File: src/rtl/tfpt_pkg.sv
`timescale 1ns / 1ps

package tfpt_pkg;

  localparam int unsigned AddrBits          = 16;
  localparam int unsigned OffsetBits        = 8;
  localparam int unsigned PageBits          = 8;
  localparam int unsigned FrameBits         = 8;
  localparam int unsigned PageCount         = 256;
  localparam int unsigned FrameCount        = 256;
  localparam int unsigned TlbEntriesDefault = 16;
  localparam int unsigned CountBits         = 9;
  localparam int unsigned PaddrBits         = 3;
  localparam int unsigned PdataBits         = 32;

  localparam logic [CountBits-1:0] FrameCountReset = 9'd256;
  localparam logic [CountBits-1:0] FrameCountMax   = 9'd256;
  localparam logic [CountBits-1:0] FrameCountMin   = 9'd1;

  typedef enum logic [0:0] {
    RegFrameCount = 1'b0
  } cfg_reg_e;

  typedef struct packed {
    logic                 valid;
    logic [FrameBits-1:0] frame;
  } map_entry_t;

  typedef struct packed {
    logic                valid;
    logic [PageBits-1:0] page;
  } owner_entry_t;

  typedef struct packed {
    logic                en;
    logic [PageBits-1:0] addr;
    map_entry_t          data;
  } map_wr_t;

  typedef struct packed {
    logic                 en;
    logic [FrameBits-1:0] addr;
    owner_entry_t         data;
  } owner_wr_t;

  typedef struct packed {
    logic                en;
    logic [PageBits-1:0] tag;
  } tlb_lookup_t;

  typedef struct packed {
    logic                 en;
    logic [PageBits-1:0]  tag;
    logic [FrameBits-1:0] frame;
  } tlb_push_t;

  typedef struct packed {
    logic                 hit;
    logic [FrameBits-1:0] frame;
  } tlb_result_t;

  typedef struct packed {
    logic [AddrBits-1:0] physical_address;
    logic                tlb_hit;
    logic                page_fault;
  } xlat_t;

endpackage

File: src/rtl/tfpt_tlb.sv
`timescale 1ns / 1ps

module tfpt_tlb import tfpt_pkg::*; #(
  parameter int unsigned TlbEntries = TlbEntriesDefault
) (
  input  logic        clk_i,
  input  logic        rst_ni,
  input  tlb_lookup_t lookup_i,
  input  tlb_push_t   push_i,
  output tlb_result_t result_o
);

  logic [PageBits-1:0]   tag_q   [TlbEntries];
  logic [FrameBits-1:0]  frame_q [TlbEntries];
  logic [TlbEntries-1:0] valid_q;
  logic [TlbEntries-1:0] match_q;
  logic [TlbEntries-1:0] match_d;

  always_comb begin
    for (int i = 0; i < TlbEntries; i++) begin
      match_d[i] = valid_q[i] && (tag_q[i] == lookup_i.tag);
    end
  end

  always_ff @(posedge clk_i or negedge rst_ni) begin
    if (!rst_ni) begin
      valid_q <= '0;
      match_q <= '0;
    end else begin
      if (push_i.en) begin
        valid_q <= {1'b1, valid_q[TlbEntries-1:1]};
      end
      if (lookup_i.en) begin
        match_q <= match_d;
      end
    end
  end

  always_ff @(posedge clk_i) begin
    if (push_i.en) begin
      for (int i = 0; i < TlbEntries - 1; i++) begin
        tag_q[i]   <= tag_q[i+1];
        frame_q[i] <= frame_q[i+1];
      end
      tag_q[TlbEntries-1]   <= push_i.tag;
      frame_q[TlbEntries-1] <= push_i.frame;
    end
  end

  // The newest matching slot wins, so the highest index is taken last.
  always_comb begin
    result_o.hit   = |match_q;
    result_o.frame = '0;
    for (int i = 0; i < TlbEntries; i++) begin
      if (match_q[i]) begin
        result_o.frame = frame_q[i];
      end
    end
  end

endmodule

File: config.mk
export PLATFORM = sky130hd
export DESIGN_NAME = tfpt_tlb
export DESIGN_NICKNAME = d
export VERILOG_FILES = /design/src/rtl/tfpt_pkg.sv /design/src/rtl/tfpt_tlb.sv
export SDC_FILE = /design/constraint.sdc
export NUM_CORES = 1
export LEC_CHECK = 0
export ABC_CLOCK_PERIOD_IN_PS = 2040
export BUFFER_PORTS_ARGS = -buffer_cell sky130_fd_sc_hd__buf_4
export CAP_MARGIN = 30
export CORE_MARGIN = 10
export CORE_UTILIZATION = 35
export DETAILED_ROUTE_END_ITERATION = 8
export PLACE_DENSITY = 0.54
export SLEW_MARGIN = 30
export SYNTH_ARGS = -nofsm -noshare
export SYNTH_HDL_FRONTEND = slang
export SYNTH_SLANG_ARGS = --single-unit
File: constraint.sdc
create_clock -name clk_i -period 2.04 [get_ports clk_i]
set_input_delay 0 -clock clk_i [delete_from_list [all_inputs] [get_ports clk_i]]
set_output_delay 0 -clock clk_i [all_outputs]
set_load 0.03 [all_outputs]
==> impl_metrics.toml, run 1 <==
[status]
status = "finished with violations"
violations = "hold timing, setup timing"

[critical_path]
max_stage_delay_ps = 450
r2r_end = "match_q[14]"
path_class = "flop to output port"
cp-end-kind = "output port"
r2r_slack_ps = 640
worst-r2r-cell-count = 5
worstSetupStartpointType = "flop"
cp_max_fo = 4
critPathArrivalTime_ps = 2360
critical_path_required_ps = 2040
cp_cell_sequence = "nor2b_4 > a221o_1 > a31oi_4 > a2111oi_4 > o221a_1 > buf_6"
r2r-start = "tag_q[7][1]"
cpMaxStageDelayCell = "a2111oi_4"

[logic_synthesis]
seq_area_frac_synth = 0.741
synth_nets = 727
async_flop_share = 0.111
yosys_register_bits = 288
ys_warn_count = 0
ys_types = 56
synth_cells = 699
synth_edf_count = 256
synth_ff_type = "edfxtp_1"
syn_area_sq_mm = 0.0115
syn_avg_cell_area_sq_um = 16.4

[route]
vias = 6080
drtIter0Drc = 390
viasPerCell = 4.80
routed_wl_mm = 21.7
drc = 0
wire_per_inst_microns = 17.1
drt-pass1-iter-count = 6
ant_nets = 0

[sta]
period_needed_ps = 2360
post-route-period-util = 1.16
max_freq_ghz = 0.424
setup_viol = 9
drv_slew = 0
rsz0062_at_grt = "true"
clock_skew_ps = 16.5
layout_setup_ws_ps = -320
slew_headroom = 0.487
worst_pin_slew_ps = 770
final_hold_viol_count = 2
whs_ps = -6.14

[final_layout]
area_growth_syn_to_layout_pct = 21.7
nets = 828
antenna_cells = 0
final_common_cell = "edfxtp_1"
final_cell_mix = "256 x edfxtp_1, 80 x xnor2_1, 58 x buf_4, 48 x xor2_1, 35 x nand4_1"
drive_above_1_share = 0.227
final_area_sq_mm = 0.0139

[floorplan]
die_w_microns = 201
ios = 37
core-area_sq_mm = 0.0324
rows = 66
start_util = 0.354
design.die.area_sq_mm = 0.0404
die_y_microns = 201

[placed_design]
placedInstanceArea_sq_mm = 0.0124
dpl.hpwl_mm = 14.2
portBuffers = 36
gp_congestion = 0.762

[global_routing]
grt_pass1_vias = 6491
grt_pass1_wl_mm = 35.2
gr-max-usage-layer = "met2"
antenna_found_initial = 0
grt_usage = 0.106
met1_usage = 0.140
grt_max_degree = 86
overflow = 0
grt_use_met3 = 0.0213
use_met2 = 0.174

[power_and_ir_drop]
ir_worst_vdd_mv = 0.664
internal_power_mw = 10.2
swShare = 0.212
clkPwrFrac = 0.408
p_comb_frac = 0.055
seq_power_share = 0.537
power.leakage_nw = 4.78
powerDensity_mw_per_mm2 = 931
p_sw_mw = 2.75
power.total_mw = 13.0

[min_path]
min_from = "push_i[16]"
min_to = "frame_q[0][15]"
holdPathStages = 1
hp-class = "input pin to flop"

[clocking]
cts_tree = "built"
clk_latency_ps = 550
root_buffer = "clkbuf_16"
cts.sinks = 288
cts-buffers-inserted = 31
htreeDepth = 1
clkTransAtPathRegs_ps = 60
cts.path.max_buffers = 3

[job]
max-cap-violations = 0
## state kept, by name, indices dropped and copies added, names as in the netlist
name,count
match_q,16
frame_q,128
valid_q,16
tag_q,128
## power groups by stage
stage                     clock [mW]  combinational [mW]  sequential [mW]
after floorplan                    0               0.366             7.03
after global placement             0               0.658             7.06
after detailed placement           0               0.663             7.08
after CTS                       5.45               0.718             6.96
after global routing            5.69               0.791             7.00
final                           5.30               0.713             6.96
## logic make-up (layout without fill, tap and decap cells)
logic type	Yosys count	in the layout	synth area share
compound gates	103	103	0.0639
xor+xnor	128	128	0.0979
simple gates	118	118	0.0626
flops	288	288	0.741
buf+inv	47	172	0.0197
mux	15	15	0.0147
## per-layer routing
metal | up-vias | part of all wire | routed length [microns]
met5 | - | 0 | 0
met4 | 0 | 0.018 | 391
met3 | 29 | 0.047 | 1020
met2 | 117 | 0.48 | 10500
met1 | 3036 | 0.45 | 9830
li1 | 2898 | - | -
## synth_stat cells (2+ instances only)
master / count / area (sq um)
a211o_1: 2 / 17.5
a211oi_1: 2 / 15.0
a21oi_1: 9 / 45.0
a221o_1: 3 / 30.0
a221oi_1: 12 / 105
a222oi_1: 7 / 70.1
a22oi_1: 5 / 37.5
a31oi_1: 3 / 18.8
buf_1: 2 / 7.51
buf_2: 21 / 105
buf_6: 3 / 33.8
clkbuf_1: 4 / 15.0
dfrtp_1: 32 / 801
edfxtp_1: 256 / 7690
inv_1: 17 / 63.8
mux2_2: 15 / 169
nand2_1: 18 / 67.6
nand2b_1: 7 / 43.8
nand3_1: 3 / 15.0
nand4_1: 35 / 219
nor2_1: 14 / 52.6
nor2b_2: 2 / 17.5
nor3_1: 6 / 30.0
nor4_1: 18 / 113
o211ai_1: 6 / 45.0
o21ai_0: 28 / 140
o221ai_1: 3 / 26.3
o22a_1: 2 / 17.5
o22ai_1: 9 / 56.3
o31ai_1: 2 / 15.0
or3_1: 2 / 12.5
xnor2_1: 80 / 701
xor2_1: 48 / 420
## final cells by class
| type | count | area, sq um |
|---|---|---|
| fillers | 2991 | 18400 |
| flip-flops and latches | 288 | 8500 |
| multi-input cells | 364 | 2930 |
| repair buffers | 98 | 936 |
| clock buffers | 50 | 897 |
| well taps | 442 | 553 |
| clock inverters | 7 | 63.8 |
| inverters | 17 | 63.8 |
## what timing repair did
item,4_1_cts,5_1_grt
pin swaps,15,24
buffers inserted,7,5
resized for setup,37,26
endpoints found under the hold margin,64,0
setup endpoints to repair,9,9
hold buffers,20,0
## how the worst max path moves through the flow
stage / endpoint / start / slack [ps]
2_1_floorplan: result_o[1] / match_q[5] / 240
3_3_place_gp: result_o[6] / match_q[0] / 130
3_5_place_dp: result_o[6] / match_q[0] / 120
4_1_cts: result_o[6] / match_q[0] / -350
5_1_grt: result_o[2] / match_q[3] / -440
6_report: result_o[6] / match_q[1] / -320
## stage by stage
stage	instances	utilization	TNS, ps	setup slack, ps
finish	1266	0.431	-1680	-320
global route	1266	0.431	-2790	-441
CTS	1261	0.426	-1910	-352
detailed placement	1177	0.384	0	120
global placement	1177	0.384	0	133
floorplan	699	-	0	240
## worst max-delay path, delay by kind of cell, from the launching register on
family | cells | cell delay, ps
compound gates | 4 | 1100
flops | 1 | 410
simple gates | 1 | 150
buf+inv | 1 | 140
Power figures use the tool's default switching activity.
==> run 2: changes to the inputs <==
PLACE_DENSITY = default   (was 0.54)
==> run 2 against run 1 <==
Effect of this change: sequential share of layout area grew 0.47 points; hold slack improved by 37 ps; global-route usage fell by 0.55 points; largest cell class unchanged; first-iteration DRC count is 11% lower; critical path type unchanged; sequential cell count unchanged; the run ends with setup timing left; setup slack improved by 42 ps.
==> impl_metrics.toml, run 2 (synthesis results as in run 1) <==
[sta]
setup_viol = 9
max_freq_ghz = 0.431
period_needed_ps = 2320
slew_headroom = 0.493
whs_ps = 30.6
worst_pin_slew_ps = 757
rsz0062_at_grt = "true"
final_hold_viol_count = 0
clock_skew_ps = 8.77
layout_setup_ws_ps = -278
post-route-period-util = 1.14
drv_slew = 0

[floorplan]
design.die.area_sq_mm = 0.0404
ios = 37
die_y_microns = 201
die_w_microns = 201
start_util = 0.354
core-area_sq_mm = 0.0324
rows = 66

[clocking]
cts_tree = "built"
clk_latency_ps = 540
htreeDepth = 1
root_buffer = "clkbuf_16"
cts.path.max_buffers = 3
cts-buffers-inserted = 30
clkTransAtPathRegs_ps = 60
cts.sinks = 288

[route]
drt-pass1-iter-count = 9
vias = 6104
ant_nets = 0
wire_per_inst_microns = 16.7
drc = 0
viasPerCell = 4.84
drtIter0Drc = 346
routed_wl_mm = 21.1

[placed_design]
gp_congestion = 0.765
portBuffers = 36
pre_cts_ws_ps = 119
placed_cells = 1175
dpl.hpwl_mm = 14.2

[critical_path]
worstSetupStartpointType = "flop"
r2r-start = "tag_q[1][6]"
cp-end-kind = "output port"
path_class = "flop to output port"
critPathArrivalTime_ps = 2320
critical_path_required_ps = 2040
cp_max_fo = 4
worst-r2r-cell-count = 5
startpoint = "match_q[0]"

[final_layout]
final_common_cell = "edfxtp_1"
final_cell_mix = "256 x edfxtp_1, 80 x xnor2_1, 63 x buf_4, 48 x xor2_1, 35 x nand4_1"
area_growth_syn_to_layout_pct = 20.8
reg.largest.list = "frame_q (128), tag_q (128)"
nets = 824
antenna_cells = 0
fin_cells = 1261
drive_above_1_share = 0.223
n_fill_cell = 2986
final_core_util = 0.427

[min_path]
hp-class = "input pin to flop"
min_from = "lookup_i[2]"
holdPathStages = 4

[global_routing]
grt_pass1_vias = 6395
grt_pass1_wl_mm = 33.9
grt_usage = 0.101
overflow = 0
antenna_found_initial = 0
grt_max_degree = 78

[power_and_ir_drop]
power.leakage_nw = 4.74
powerDensity_mw_per_mm2 = 938
ir_worst_vdd_mv = 0.746
power.total_mw = 13.0

[job]
max-cap-violations = 0

[status]
status = "finished with violations"
violations = "setup timing"
-- run 2: path summary, 6_finish.rpt --
| check | slack [ps] | endpoint |
|---|---|---|
| max | -280 | result_o[6] |
| min | 30 | match_q[7] |
| max reg2reg | 660 | match_q[2] |
| min reg2reg | 450 | frame_q[0][9] |
| max in group asynchronous | 860 | match_q[9] |
| min in group asynchronous | 90 | match_q[4] |
-- run 2: per-stage QoR --
step	setup TNS [ps]	cell area, sq um
2_1_floorplan	0	11500
3_3_place_gp	0	12400
3_5_place_dp	0	12400
4_1_cts	-1680	13800
5_1_grt	-2740	13800
6_report	-1570	13800
-- run 2: power by group --
group          switching, mW  internal [mW]  total (mW)
clock network           2.17           3.16        5.33
registers              0.171           6.79        6.96
logic                  0.379          0.302       0.681
total                   2.72           10.3        13.0
-- run 2: layout make-up --
cell class	instances	area, sq um	area share
multi-input combinational	364	2900	0.210
inverter	17	67.6	0.00489
sequential	288	8500	0.614
timing repair buffer	95	832	0.0602
clock inverter	15	130	0.00941
tap	442	553	0.0400
clock buffer	40	850	0.0614
-- run 2: critical path: stages (launching register included) --
cell and delay, ps:
dfrtp_1 410, nor2b_4 200, a221o_1 230, a31oi_4 120, a2111oi_4 400, o221a_1 260
buf_4 160
-- run 2: repair_timing --
action / CTS / global route
pin swaps: 13 / 10
cloned: 0 / 0
resized for setup: 43 / 8
hold buffers: 21 / 0
endpoints found under the hold margin: 116 / 0
buffers inserted: 10 / 1
setup endpoints to repair: 9 / 9
-- run 2: per-layer routing --
metal  part of all wire  vias up  track usage
met1               0.46     3050        0.132
li1                   -     2893            -
met4              0.018        0       0.0265
met3              0.042       33       0.0161
met5                  0        -            0
met2               0.48      128        0.170
