### src/rtl/tfpt_pkg.sv
`timescale 1ns / 1ps

package tfpt_pkg;

  localparam int unsigned AddrBits          = 16;
  localparam int unsigned OffsetBits        = 8;
  localparam int unsigned PageBits          = 8;
  localparam int unsigned FrameBits         = 8;
  localparam int unsigned PageCount         = 256;
  localparam int unsigned FrameCount        = 256;
  localparam int unsigned TlbEntriesDefault = 16;
  localparam int unsigned CountBits         = 9;
  localparam int unsigned PaddrBits         = 3;
  localparam int unsigned PdataBits         = 32;

  localparam logic [CountBits-1:0] FrameCountReset = 9'd256;
  localparam logic [CountBits-1:0] FrameCountMax   = 9'd256;
  localparam logic [CountBits-1:0] FrameCountMin   = 9'd1;

  typedef enum logic [0:0] {
    RegFrameCount = 1'b0
  } cfg_reg_e;

  typedef struct packed {
    logic                 valid;
    logic [FrameBits-1:0] frame;
  } map_entry_t;

  typedef struct packed {
    logic                valid;
    logic [PageBits-1:0] page;
  } owner_entry_t;

  typedef struct packed {
    logic                en;
    logic [PageBits-1:0] addr;
    map_entry_t          data;
  } map_wr_t;

  typedef struct packed {
    logic                 en;
    logic [FrameBits-1:0] addr;
    owner_entry_t         data;
  } owner_wr_t;

  typedef struct packed {
    logic                en;
    logic [PageBits-1:0] tag;
  } tlb_lookup_t;

  typedef struct packed {
    logic                 en;
    logic [PageBits-1:0]  tag;
    logic [FrameBits-1:0] frame;
  } tlb_push_t;

  typedef struct packed {
    logic                 hit;
    logic [FrameBits-1:0] frame;
  } tlb_result_t;

  typedef struct packed {
    logic [AddrBits-1:0] physical_address;
    logic                tlb_hit;
    logic                page_fault;
  } xlat_t;

endpackage

### src/rtl/tfpt_cfg_apb.sv
`timescale 1ns / 1ps

module tfpt_cfg_apb import tfpt_pkg::*; (
  input  logic                 clk_i,
  input  logic                 rst_ni,
  input  logic                 psel,
  input  logic                 penable,
  input  logic                 pwrite,
  input  logic [PaddrBits-1:0] paddr,
  input  logic [PdataBits-1:0] pwdata,
  output logic [PdataBits-1:0] prdata,
  output logic                 pready,
  output logic [CountBits-1:0] frame_count_o
);

  logic [CountBits-1:0] frame_count_q;
  logic [CountBits-1:0] frame_count_d;
  logic                 wr_en;
  cfg_reg_e             reg_sel;

  assign pready  = 1'b1;
  assign wr_en   = psel && penable && pwrite;
  assign reg_sel = cfg_reg_e'(paddr[PaddrBits-1]);

  always_comb begin
    frame_count_d = frame_count_q;
    prdata        = '0;
    case (reg_sel)
      RegFrameCount: begin
        prdata = PdataBits'(frame_count_q);
        if (wr_en) begin
          frame_count_d = pwdata[CountBits-1:0];
        end
      end
      default: begin
        prdata = '0;
      end
    endcase
  end

  always_ff @(posedge clk_i or negedge rst_ni) begin
    if (!rst_ni) begin
      frame_count_q <= FrameCountReset;
    end else begin
      frame_count_q <= frame_count_d;
    end
  end

  assign frame_count_o = frame_count_q;

endmodule

### config.mk
export PLATFORM = sky130hd
export DESIGN_NAME = tfpt_cfg_apb
export DESIGN_NICKNAME = d
export VERILOG_FILES = /design/src/rtl/tfpt_pkg.sv /design/src/rtl/tfpt_cfg_apb.sv
export SDC_FILE = /design/constraint.sdc
export NUM_CORES = 1
export LEC_CHECK = 0
export BUFFER_PORTS_ARGS = -buffer_cell sky130_fd_sc_hd__buf_2
export CELL_PAD_IN_SITES_DETAIL_PLACEMENT = 1
export CELL_PAD_IN_SITES_GLOBAL_PLACEMENT = 2
export CORE_UTILIZATION = 14
export CTS_CLUSTER_DIAMETER = 40
export DETAILED_ROUTE_END_ITERATION = 6
export GPL_ROUTABILITY_DRIVEN = 0
export PLACE_DENSITY = 0.74
export SYNTH_ARGS = -nofsm -noshare
export SYNTH_HDL_FRONTEND = slang
export SYNTH_SLANG_ARGS = --single-unit
### constraint.sdc
create_clock -name clk_i -period 0.99 [get_ports clk_i]
set_input_delay 0.1485 -clock clk_i [delete_from_list [all_inputs] [get_ports clk_i]]
set_output_delay 0.1485 -clock clk_i [all_outputs]
set_load 0.1 [all_outputs]
==> results of run 1 <==
-- layer usage --
layer / track usage / up-vias / part of all wire
li1: - / 219 / -
met1: 0.0765 / 231 / 0.34
met2: 0.129 / 27 / 0.56
met3: 0.0417 / 0 / 0.095
met4: 0.00781 / 0 / 0
met5: 0 / - / 0
-- kinds of logic after synthesis --
group         count (synthesis)
mux                           9
flops                         9
buf+inv                      24
simple gates                 10
other cells                   2
-- through the flow --
| step | setup TNS [ns] | total power, mW | worst slack (ns) | cell area [um^2] | std cells |
|---|---|---|---|---|---|
| 5_1_grt | -3.84 | 3.60 | -0.342 | 1280 | 152 |
| 3_5_place_dp | -0.913 | 2.99 | -0.0976 | 1160 | 144 |
| 3_3_place_gp | -0.710 | 2.96 | -0.0755 | 1160 | 144 |
| 6_report | -3.34 | 3.48 | -0.308 | 1280 | 152 |
| 4_1_cts | -3.50 | 3.51 | -0.320 | 1270 | 152 |
| 2_1_floorplan | -2.01 | 2.23 | -0.340 | 776 | 76 |
-- area by class of cell --
cell class	count	area, um^2
clock buffer	4	45.0
timing repair buffer	46	576
fill	452	2840
multi-input combinational	43	335
tap	50	62.6
sequential	9	260
-- placed cells by master (no fill, tap or decap), drive strengths merged --
cell / count
nand4b: 1
and2b: 9
clkbuf: 4
mux2: 9
dlygate4sd3: 1
buf: 45
dfstp: 1
conb: 24
dfrtp: 8
-- how the worst min path moves through the flow --
stage               startpoint                           end  cells past startpoint
floorplan               rst_ni  frame_count_o[0]$_DFFE_PN0P_                      0
global placement        rst_ni  frame_count_o[0]$_DFFE_PN0P_                      1
detailed placement      rst_ni  frame_count_o[6]$_DFFE_PN0P_                      1
CTS                  pwdata[7]  frame_count_o[7]$_DFFE_PN0P_                      2
global route         pwdata[4]  frame_count_o[4]$_DFFE_PN0P_                      2
finish               pwdata[4]  frame_count_o[4]$_DFFE_PN0P_                      2
-- report_power, final --
group / switching, mW / internal, mW
Combinational: 1.60 / 0.885
Clock: 0.125 / 0.279
Sequential: 0.0818 / 0.511
-- repair_timing --
| action | in CTS | in global routing |
|---|---|---|
| endpoints found under the hold margin | 8 | 0 |
| hold buffers | 1 | 0 |
| buffers inserted | 3 | 0 |
| endpoints found under the setup margin | 18 | 20 |
| gates resized for setup | 8 | 2 |
==> results.md, run 1 <==
| Metric | Value | Unit |
|---|---|---|
| Portion of the post-synthesis area used by sequential elements | 0.366 | - |
| Via count of the first global-routing pass | 518 | - |
| Area share of xor/xnor cells in the synthesized design | 0 | - |
| Final worst setup slack | -0.308 | ns |
| Cell taking the most area after synthesis | dfrtp_1 | - |
| Setup crit end | prdata[8] | - |
| Max-Cap Viols | 0 | - |
| Post-detailed-route wirelength per cell | 10.3 | um |
| LEAKAGE | 0.631 | nW |
| Highest clock rate | 771 | MHz |
| Root buffer cell | clkbuf_8 | - |
| Number of clock sinks seen by CTS | 9 | - |
| Unrepaired setup endpoints after global routing | true | - |
| Placeable core region | 0.00412 | mm^2 |
| Share of cell area taken by muxes after synthesis | 0.164 | - |
| Diodes inserted | 0 | - |
| CTS tree | done | - |
| Final clock period utilization by the worst path | 1.31 | - |
| R2R cell count | 2 | - |
| Overflow left after global routing | 0 | - |
| GR Util All Layers | 0.0728 | - |
| Synthesized-area fraction occupied by ao, oa, aoi and oai cells | 0 | - |
| Worst flop-to-flop path startpoint | frame_count_o[7]$_DFFE_PN0P_ | - |
| Primary flip-flop cell chosen by synthesis mapping | dfrtp_1 | - |
| Wire length of the first global-routing pass | 2430 | um |
| Final setup violation count | 18 | - |
| Warnings, synthesis | 0 | - |
| Number of flip-flops under the largest register name | 9 | - |
| Buffer and inverter count on the worst path | 1 | - |
| Total wire length after detailed routing | 1570 | um |
| Crit. path cell count | 2 | - |
| CP Launch Point | frame_count_o[8]$_DFFE_PN1P_ | - |
| Largest vdd supply drop | 0.568 | mV |
| Antenna-violating nets left | 0 | - |
| Critical path fanouts, max | 2 | - |
| Final Hold Vio Count | 0 | - |
| EDFF count, synth | 0 | - |
| P&R area growth vs syn | 107 | % |
| Cell variety after synth | 7 | - |
| Run status | finished, violations left | - |
| Floorplan die area | 0.00468 | mm^2 |
| Launching element type of the critical path | register | - |
| Die height | 68.4 | um |
| Most area-consuming cells after synthesis | dfrtp_1, buf_4, mux2_2 | - |
| Setup slack of the worst register-to-register path | 0.02 | ns |
| HPWL after detailed placement | 1370 | um |
| Failing checks | negative setup slack | - |
| Worst setup EP type | primary output | - |
| Number of register bits inferred by synthesis | 9 | - |
| Post-layout nets | 143 | - |
| Path category of the worst min-delay check | in -> reg | - |
| Std cell rows | 23 | - |
| Critical-path cell list | and2b_4, buf_12 | - |
| Smallest hold slack | 0.156 | ns |
| Share of the synthesized area in the top cell type | 0.324 | - |
| Setup CP Type | reg -> out | - |
| Per-instance average area after synthesis | 11.4 | um^2 |
| Top-Level Pins | 82 | - |
| Layout Utilization | 0.311 | - |
| Most used standard cell by instance count after synthesis | buf_4 | - |
| Initial Utilization | 0.150 | - |
| Vias after detailed routing | 477 | - |
| Synthesized instance count | 54 | - |
| Data required time at the worst endpoint | 0.84 | ns |
| Data arrival time of the worst path | 1.15 | ns |
| Total clock buffers created by CTS | 3 | - |
| Leading post-synthesis cells by instance count | buf_4, and2b_2, mux2_2 | - |
| Ratio of cells with drive above 1 in the final layout | 0.745 | - |
| Mapped cell area | 618 | um^2 |
| Clock latency reported for the late side of the worst-skew pair | 0.22 | ns |
| Synthesized-area fraction occupied by adder cells | 0 | - |
| Initial DRC count | 2 | - |
| Pin count of the biggest net entering global routing | 10 | - |
| Kind of cell adding the most delay to the critical path | flip-flops | - |
| Clock transition at the register clock pins on the worst setup and hold paths after CTS | 0.04 | ns |
| Fin crit period | 1.30 | ns |
| Largest family of logic cells by synthesized area | buffers and inverters | - |
| Proportion of register bits with asynchronous set or reset after synthesis | 1.00 | - |
| Reg-to-reg critical path endpoint | frame_count_o[7]$_DFFE_PN0P_ | - |
| X dimension of the die | 68.4 | um |
| Delay of the slowest critical-path stage | 0.60 | ns |
| CP max-delay cell | dfstp_4 | - |
| Max-slew violations | 0 | - |
| Detailed-route vias per instance | 3.14 | - |
| Antenna violations before repair | 0 | - |
| Power per Cell Area | 2720 | mW/mm^2 |
| Drt first pass iters | 2 | - |
| Number of design rule violations left after detail routing | 0 | - |
| H-tree Lvls | 1 | - |
| Fraction of the mapped netlist area in simple logic gates | 0.166 | - |
| Number of buffers inserted by port buffering | 32 | - |
| Worst Skew | 0 | ns |
| Clock tree buffer depth | 2 | - |
No activity file was read; power rests on OpenSTA's default activity.
==> inputs of run 2 (changes only) <==
- BUFFER_PORTS_ARGS: -buffer_cell sky130_fd_sc_hd__buf_2 -> unset
- CORE_UTILIZATION: 14 -> 23
- DONT_BUFFER_PORTS: unset -> 1
- PLACE_DENSITY: 0.74 -> 0.61
- TNS_END_PERCENT: unset -> 10
==> results.md, run 2 (same netlist as run 1, synthesis figures left out) <==
| Metric | Value | Unit | vs previous |
|---|---|---|---|
| Max-slew violations | 0 | - | unchanged |
| Leading cell types in the layout, fill and taps excluded | conb_1, and2b_4, mux2_2, buf_12, dfrtp_2 | - |  |
| Final-layout fill cell count | 282 | - | -38% |
| Total clock buffers created by CTS | 3 | - | unchanged |
| Drt first pass iters | 2 | - | unchanged |
| Post-Place Cells | 100 | - | -31% |
| Largest vdd supply drop | 1.37 | mV | +140% |
| X dimension of the die | 53.8 | um | -21% |
| Number of flip-flops under the largest register name | 9 | - | unchanged |
| Final Hold Vio Count | 0 | - | unchanged |
| H-tree Lvls | 1 | - | unchanged |
| Initial Utilization | 0.247 | - | +0.0970 |
| P&R area growth vs syn | 46.8 | % |  |
| Worst setup EP type | primary output | - |  |
| Diodes inserted | 0 | - | unchanged |
| CTS tree | done | - |  |
| Wire length of the first global-routing pass | 1600 | um | -34% |
| Power per Cell Area | 3100 | mW/mm^2 | +14% |
| Commonest non-fill, non-tap cell in the layout | conb_1 | - |  |
| Clock latency reported for the late side of the worst-skew pair | 0.25 | ns | +0.03 ns |
| Number of clock sinks seen by CTS | 9 | - | unchanged |
| Run status | finished, violations left | - |  |
| Final clock period utilization by the worst path | 1.35 | - | +0.0387 |
| Total wire length after detailed routing | 1140 | um | -27% |
| Antenna-violating nets left | 0 | - | unchanged |
| Vias after detailed routing | 375 | - | -21% |
| Layout Utilization | 0.363 | - | +0.0521 |
| Clock transition at the register clock pins on the worst setup and hold paths after CTS | 0.06 | ns | +0.02 ns |
| Ratio of cells with drive above 1 in the final layout | 0.653 | - | -0.0918 |
| Floorplan die area | 0.00290 | mm^2 | -38% |
| Number of buffers inserted by port buffering | 0 | - | -100% |
| Post-layout nets | 116 | - | -19% |
| Data arrival time of the worst path | 1.19 | ns | +0.04 ns |
| Unrepaired setup endpoints after global routing | true | - |  |
| Final setup violation count | 18 | - | unchanged |
| Initial DRC count | 1 | - | -1 |
| Failing checks | negative setup slack | - |  |
| Number of design rule violations left after detail routing | 0 | - | unchanged |
| Clock tree buffer depth | 2 | - | unchanged |
| Detailed-route vias per instance | 3.57 | - | +14% |
| Placeable core region | 0.00250 | mm^2 | -39% |
| Post-detailed-route wirelength per cell | 10.9 | um | +5.7% |
| Pin count of the biggest net entering global routing | 11 | - | +1 |
| Max-Cap Viols | 0 | - | unchanged |
| Fin crit period | 1.34 | ns | +0.0383 ns |
| Via count of the first global-routing pass | 367 | - | -29% |
| Critical path fanouts, max | 3 | - | +1 |
| HPWL after detailed placement | 970 | um | -29% |
| Overflow left after global routing | 0 | - | unchanged |
| Total negative setup slack | -2.19 | ns | +1.15 ns |
| Final worst setup slack | -0.346 | ns | -0.0383 ns |
| Setup CP Type | reg -> out | - |  |
| Final instance count without filler cells | 105 | - | -31% |
| Highest clock rate | 749 | MHz | -2.9% |
| LEAKAGE | 0.425 | nW | -33% |
| Root buffer cell | clkbuf_4 | - |  |
| GR Util All Layers | 0.0828 | - | +0.0100 |
| Antenna violations before repair | 0 | - | unchanged |
| Path category of the worst min-delay check | in -> reg | - |  |
| Data required time at the worst endpoint | 0.84 | ns | about the same |
| Worst Skew | 0 | ns | unchanged |
| R2R cell count | 1 | - | -1 |
| Die height | 53.8 | um | -21% |
| Top-Level Pins | 82 | - | unchanged |
| Std cell rows | 18 | - | -22% |
| Launching element type of the critical path | register | - |  |
| Number of stages on the worst hold path | 1 | - | -1 |
-- run 2: changes by cell type in the layout (fill, tap and decap cells not counted), sizes merged --
cell,previous run,this run
buf,45,18
-- run 2: repair_timing --
action,CTS,global route
pin swaps,0,0
endpoints found under the hold margin,9,0
buffers inserted,0,0
endpoints found under the setup margin,18,18
hold buffers,1,0
resized for setup,8,2
-- run 2: per-layer routing --
metal  vias to the layer above  wire, um  global-route usage
li1                        164         -                   -
met3                         0       176              0.0424
met5                         -         0                   0
met1                       179       334              0.0716
met4                         0         0              0.0395
met2                        32       632               0.154
-- run 2: worst max-delay path: stages (launching register included) --
cell and delay [ns]:
dfstp_4 0.61, and2b_4 0.16, buf_12 0.17
-- run 2: stage by stage --
| step | hold WS [ns] | power (mW) | setup slack (ns) | cell area (um^2) |
|---|---|---|---|---|
| 6_report | 0.0447 | 2.81 | -0.346 | 907 |
| 5_1_grt | 0.0228 | 2.92 | -0.392 | 907 |
| 4_1_cts | 0.0308 | 2.83 | -0.365 | 900 |
| 3_5_place_dp | -0.147 | 2.47 | -0.0809 | 833 |
| 3_3_place_gp | -0.147 | 2.45 | -0.0740 | 833 |
| 2_1_floorplan | -0.147 | 2.15 | -0.340 | 728 |
-- run 2: area by class of cell --
class / instances / area (um^2) / area share
Multi-Input combinational cell: 43 / 305 / 0.337
Timing Repair Buffer: 19 / 295 / 0.326
Sequential cell: 9 / 243 / 0.268
Tap cell: 30 / 37.5 / 0.0414
Clock buffer: 4 / 26.3 / 0.0290
-- run 2: power by group --
part | internal (mW) | switching, mW | leakage, nW | total [mW]
clock network | 0.155 | 0.118 | 0.0150 | 0.273
registers | 0.480 | 0.0761 | 0.0984 | 0.556
logic | 0.487 | 1.49 | 0.312 | 1.98
total | 1.12 | 1.69 | 0.425 | 2.81
-- run 2: final timing paths --
check / startpoint / end / slack (ns)
hold / removal: pwdata[5] / frame_count_o[5]$_DFFE_PN0P_ / 0.04
setup reg to reg: frame_count_o[1]$_DFFE_PN0P_ / frame_count_o[1]$_DFFE_PN0P_ / 0.13
hold reg to reg: frame_count_o[7]$_DFFE_PN0P_ / frame_count_o[7]$_DFFE_PN0P_ / 0.55
max in group asynchronous: rst_ni / frame_count_o[1]$_DFFE_PN0P_ / 0.38
min in group asynchronous: rst_ni / frame_count_o[1]$_DFFE_PN0P_ / 0.27
setup / recovery: frame_count_o[8]$_DFFE_PN1P_ / prdata[8] / -0.35
==> inputs of run 3 (changes only) <==
- SETUP_SLACK_MARGIN: unset -> 0.4
==> results.md, run 3 (same netlist as run 1, synthesis figures left out) <==
| Metric | Value | Unit | vs previous |
|---|---|---|---|
| Setup CP Type | reg -> out | - |  |
| Post-Place Cells | 100 | - | unchanged |
| Highest clock rate | 752 | MHz | +0.47% |
| CP max-delay cell | dfstp_4 | - |  |
| HPWL after detailed placement | 970 | um | unchanged |
| Vias after detailed routing | 379 | - | +1.1% |
| Ratio of cells with drive above 1 in the final layout | 0.658 | - | +0.00456 |
| Smallest hold slack | -0.103 | ns | -0.148 ns |
| Met3 demand-to-capacity share in global routing | 0.0424 | - | unchanged |
| Reg-to-reg critical path endpoint | frame_count_o[8]$_DFFE_PN1P_ | - |  |
| Pin count of the biggest net entering global routing | 11 | - | unchanged |
| P&R area growth vs syn | 50.4 | % |  |
| Clock tree buffer depth | 2 | - | unchanged |
| H-tree Lvls | 1 | - | unchanged |
| Number of buffers inserted by port buffering | 0 | - | unchanged |
| Wire length of the first global-routing pass | 1610 | um | +0.88% |
| Critical path fanouts, max | 2 | - | -1 |
| Number of flip-flops under the largest register name | 9 | - | unchanged |
| Via count of the first global-routing pass | 373 | - | +1.6% |
| Drt first pass iters | 2 | - | unchanged |
| Critical-path cell list | and2b_4, buf_12 | - |  |
| Final instance count without filler cells | 106 | - | +0.95% |
| Diodes inserted | 0 | - | unchanged |
| X dimension of the die | 53.8 | um | unchanged |
| Number of design rule violations left after detail routing | 0 | - | unchanged |
| Highest-utilization routing layer at the global route stage | met2 | - |  |
| Max-slew violations | 0 | - | unchanged |
| Total Power | 2.85 | mW | +1.5% |
| Setup slack of the worst register-to-register path | 0.07 | ns | -0.06 ns |
| Top-Level Pins | 82 | - | unchanged |
| Leading cell types in the layout, fill and taps excluded | conb_1, buf_12, and2b_4, mux2_2, dfrtp_2 | - |  |
| Total wire length after detailed routing | 1150 | um | +0.17% |
| Detailed-route vias per instance | 3.58 | - | +0.11% |
| Power per Cell Area | 3070 | mW/mm^2 | -0.97% |
| Commonest non-fill, non-tap cell in the layout | conb_1 | - |  |
| Data arrival time of the worst path | 1.18 | ns | about the same |
| GR Util All Layers | 0.0834 | - | +0.000587 |
| LEAKAGE | 0.443 | nW | +4.3% |
| Data required time at the worst endpoint | 0.84 | ns | about the same |
| R2R cell count | 2 | - | +1 |
| Final Hold Vio Count | 8 | - | +8 |
| Hold-fix buffers at CTS | 1 | - | unchanged |
| Initial DRC count | 1 | - | unchanged |
| Std cell rows | 18 | - | unchanged |
| Delay of the slowest critical-path stage | 0.61 | ns | about the same |
| Worst flop-to-flop path startpoint | frame_count_o[8]$_DFFE_PN1P_ | - |  |
| Run status | finished, violations left | - |  |
| Routing usage on met1 | 0.0716 | - | unchanged |
| CTS tree | done | - |  |
| Overflow left after global routing | 0 | - | unchanged |
| Unrepaired setup endpoints after global routing | true | - |  |
| Final clock period utilization by the worst path | 1.34 | - | -0.00628 |
| Path category of the worst min-delay check | in -> async | - |  |
| Max-Cap Viols | 0 | - | unchanged |
| Antenna-violating nets left | 0 | - | unchanged |
| Met2 Use GR | 0.156 | - | +0.00206 |
| Largest vdd supply drop | 1.46 | mV | +7.3% |
| Initial Utilization | 0.247 | - | unchanged |
| Root buffer cell | clkbuf_4 | - |  |
| Antenna violations before repair | 0 | - | unchanged |
| Worst setup EP type | primary output | - |  |
| Final worst setup slack | -0.340 | ns | +0.00621 ns |
| Post-layout nets | 117 | - | +0.86% |
| Total clock buffers created by CTS | 3 | - | unchanged |
| Clock transition at the register clock pins on the worst setup and hold paths after CTS | 0.06 | ns | about the same |
| Clock latency reported for the late side of the worst-skew pair | 0.25 | ns | about the same |
| Failing checks | negative hold slack, negative setup slack | - |  |
| Number of clock sinks seen by CTS | 9 | - | unchanged |
| Launching element type of the critical path | register | - |  |
| Die height | 53.8 | um | unchanged |
| Fin crit period | 1.33 | ns | -0.00621 ns |
| Worst Skew | 0 | ns | unchanged |
| Placeable core region | 0.00250 | mm^2 | unchanged |
| Final setup violation count | 18 | - | unchanged |
| Post-detailed-route wirelength per cell | 10.8 | um | -0.77% |
| Floorplan die area | 0.00290 | mm^2 | unchanged |
-- run 3: cell count changes in the layout (fill, tap and decap cells not counted) --
cell,before,now
dlygate4sd3_1,1,0
buf_12,9,10
dlymetal6s4s_1,0,1
-- run 3: timing repair --
action	in CTS	in global routing
gates resized for setup	11	3
setup endpoints to repair	27	36
hold endpoints to repair	9	8
buffers inserted	1	0
-- run 3: report_power, final --
group          switching [mW]  internal [mW]  total (mW)
registers              0.0746          0.480       0.555
clock network           0.118          0.155       0.273
logic                    1.50          0.522        2.02
total                    1.69           1.16        2.85
-- run 3: worst max-delay path by stage --
stage	end	start
after floorplan	prdata[8]	frame_count_o[8]$_DFFE_PN1P_
after global placement	prdata[8]	frame_count_o[8]$_DFFE_PN1P_
after detailed placement	prdata[8]	frame_count_o[8]$_DFFE_PN1P_
after CTS	prdata[8]	frame_count_o[8]$_DFFE_PN1P_
after global routing	prdata[8]	frame_count_o[8]$_DFFE_PN1P_
final	prdata[8]	frame_count_o[8]$_DFFE_PN1P_
-- run 3: per-layer routing --
layer,wire length (um),share of wire,up-vias
li1,-,-,166
met1,327,0.29,181
met2,639,0.56,32
met3,178,0.16,0
met4,0,0,0
met5,0,0,-
-- run 3: final cells by class --
cell class                      instances  area, um^2
Fill cell                             279        1570
Timing Repair Buffer                   20         318
Multi-Input combinational cell         43         305
Sequential cell                         9         243
Tap cell                               30        37.5
Clock buffer                            4        26.3
-- run 3: metrics by stage --
step	area [um^2]	hold WS [ns]	TNS (ns)	utilization	setup slack, ns
final	930	-0.103	-2.17	0.372	-0.340
after global routing	930	-0.0861	-2.88	0.372	-0.384
after CTS	920	0.0308	-2.51	0.368	-0.357
after detailed placement	833	-0.147	-0.120	0.333	-0.0809
after global placement	833	-0.147	-0.110	0.333	-0.0740
after floorplan	728	-0.147	-2.87	-	-0.340
-- run 3: critical path: cells and delay by family (launching register included) --
kind | cells | cell delay, ns
buffers and inverters | 1 | 0.17
flip-flops | 1 | 0.61
AND/OR/NAND/NOR | 1 | 0.16
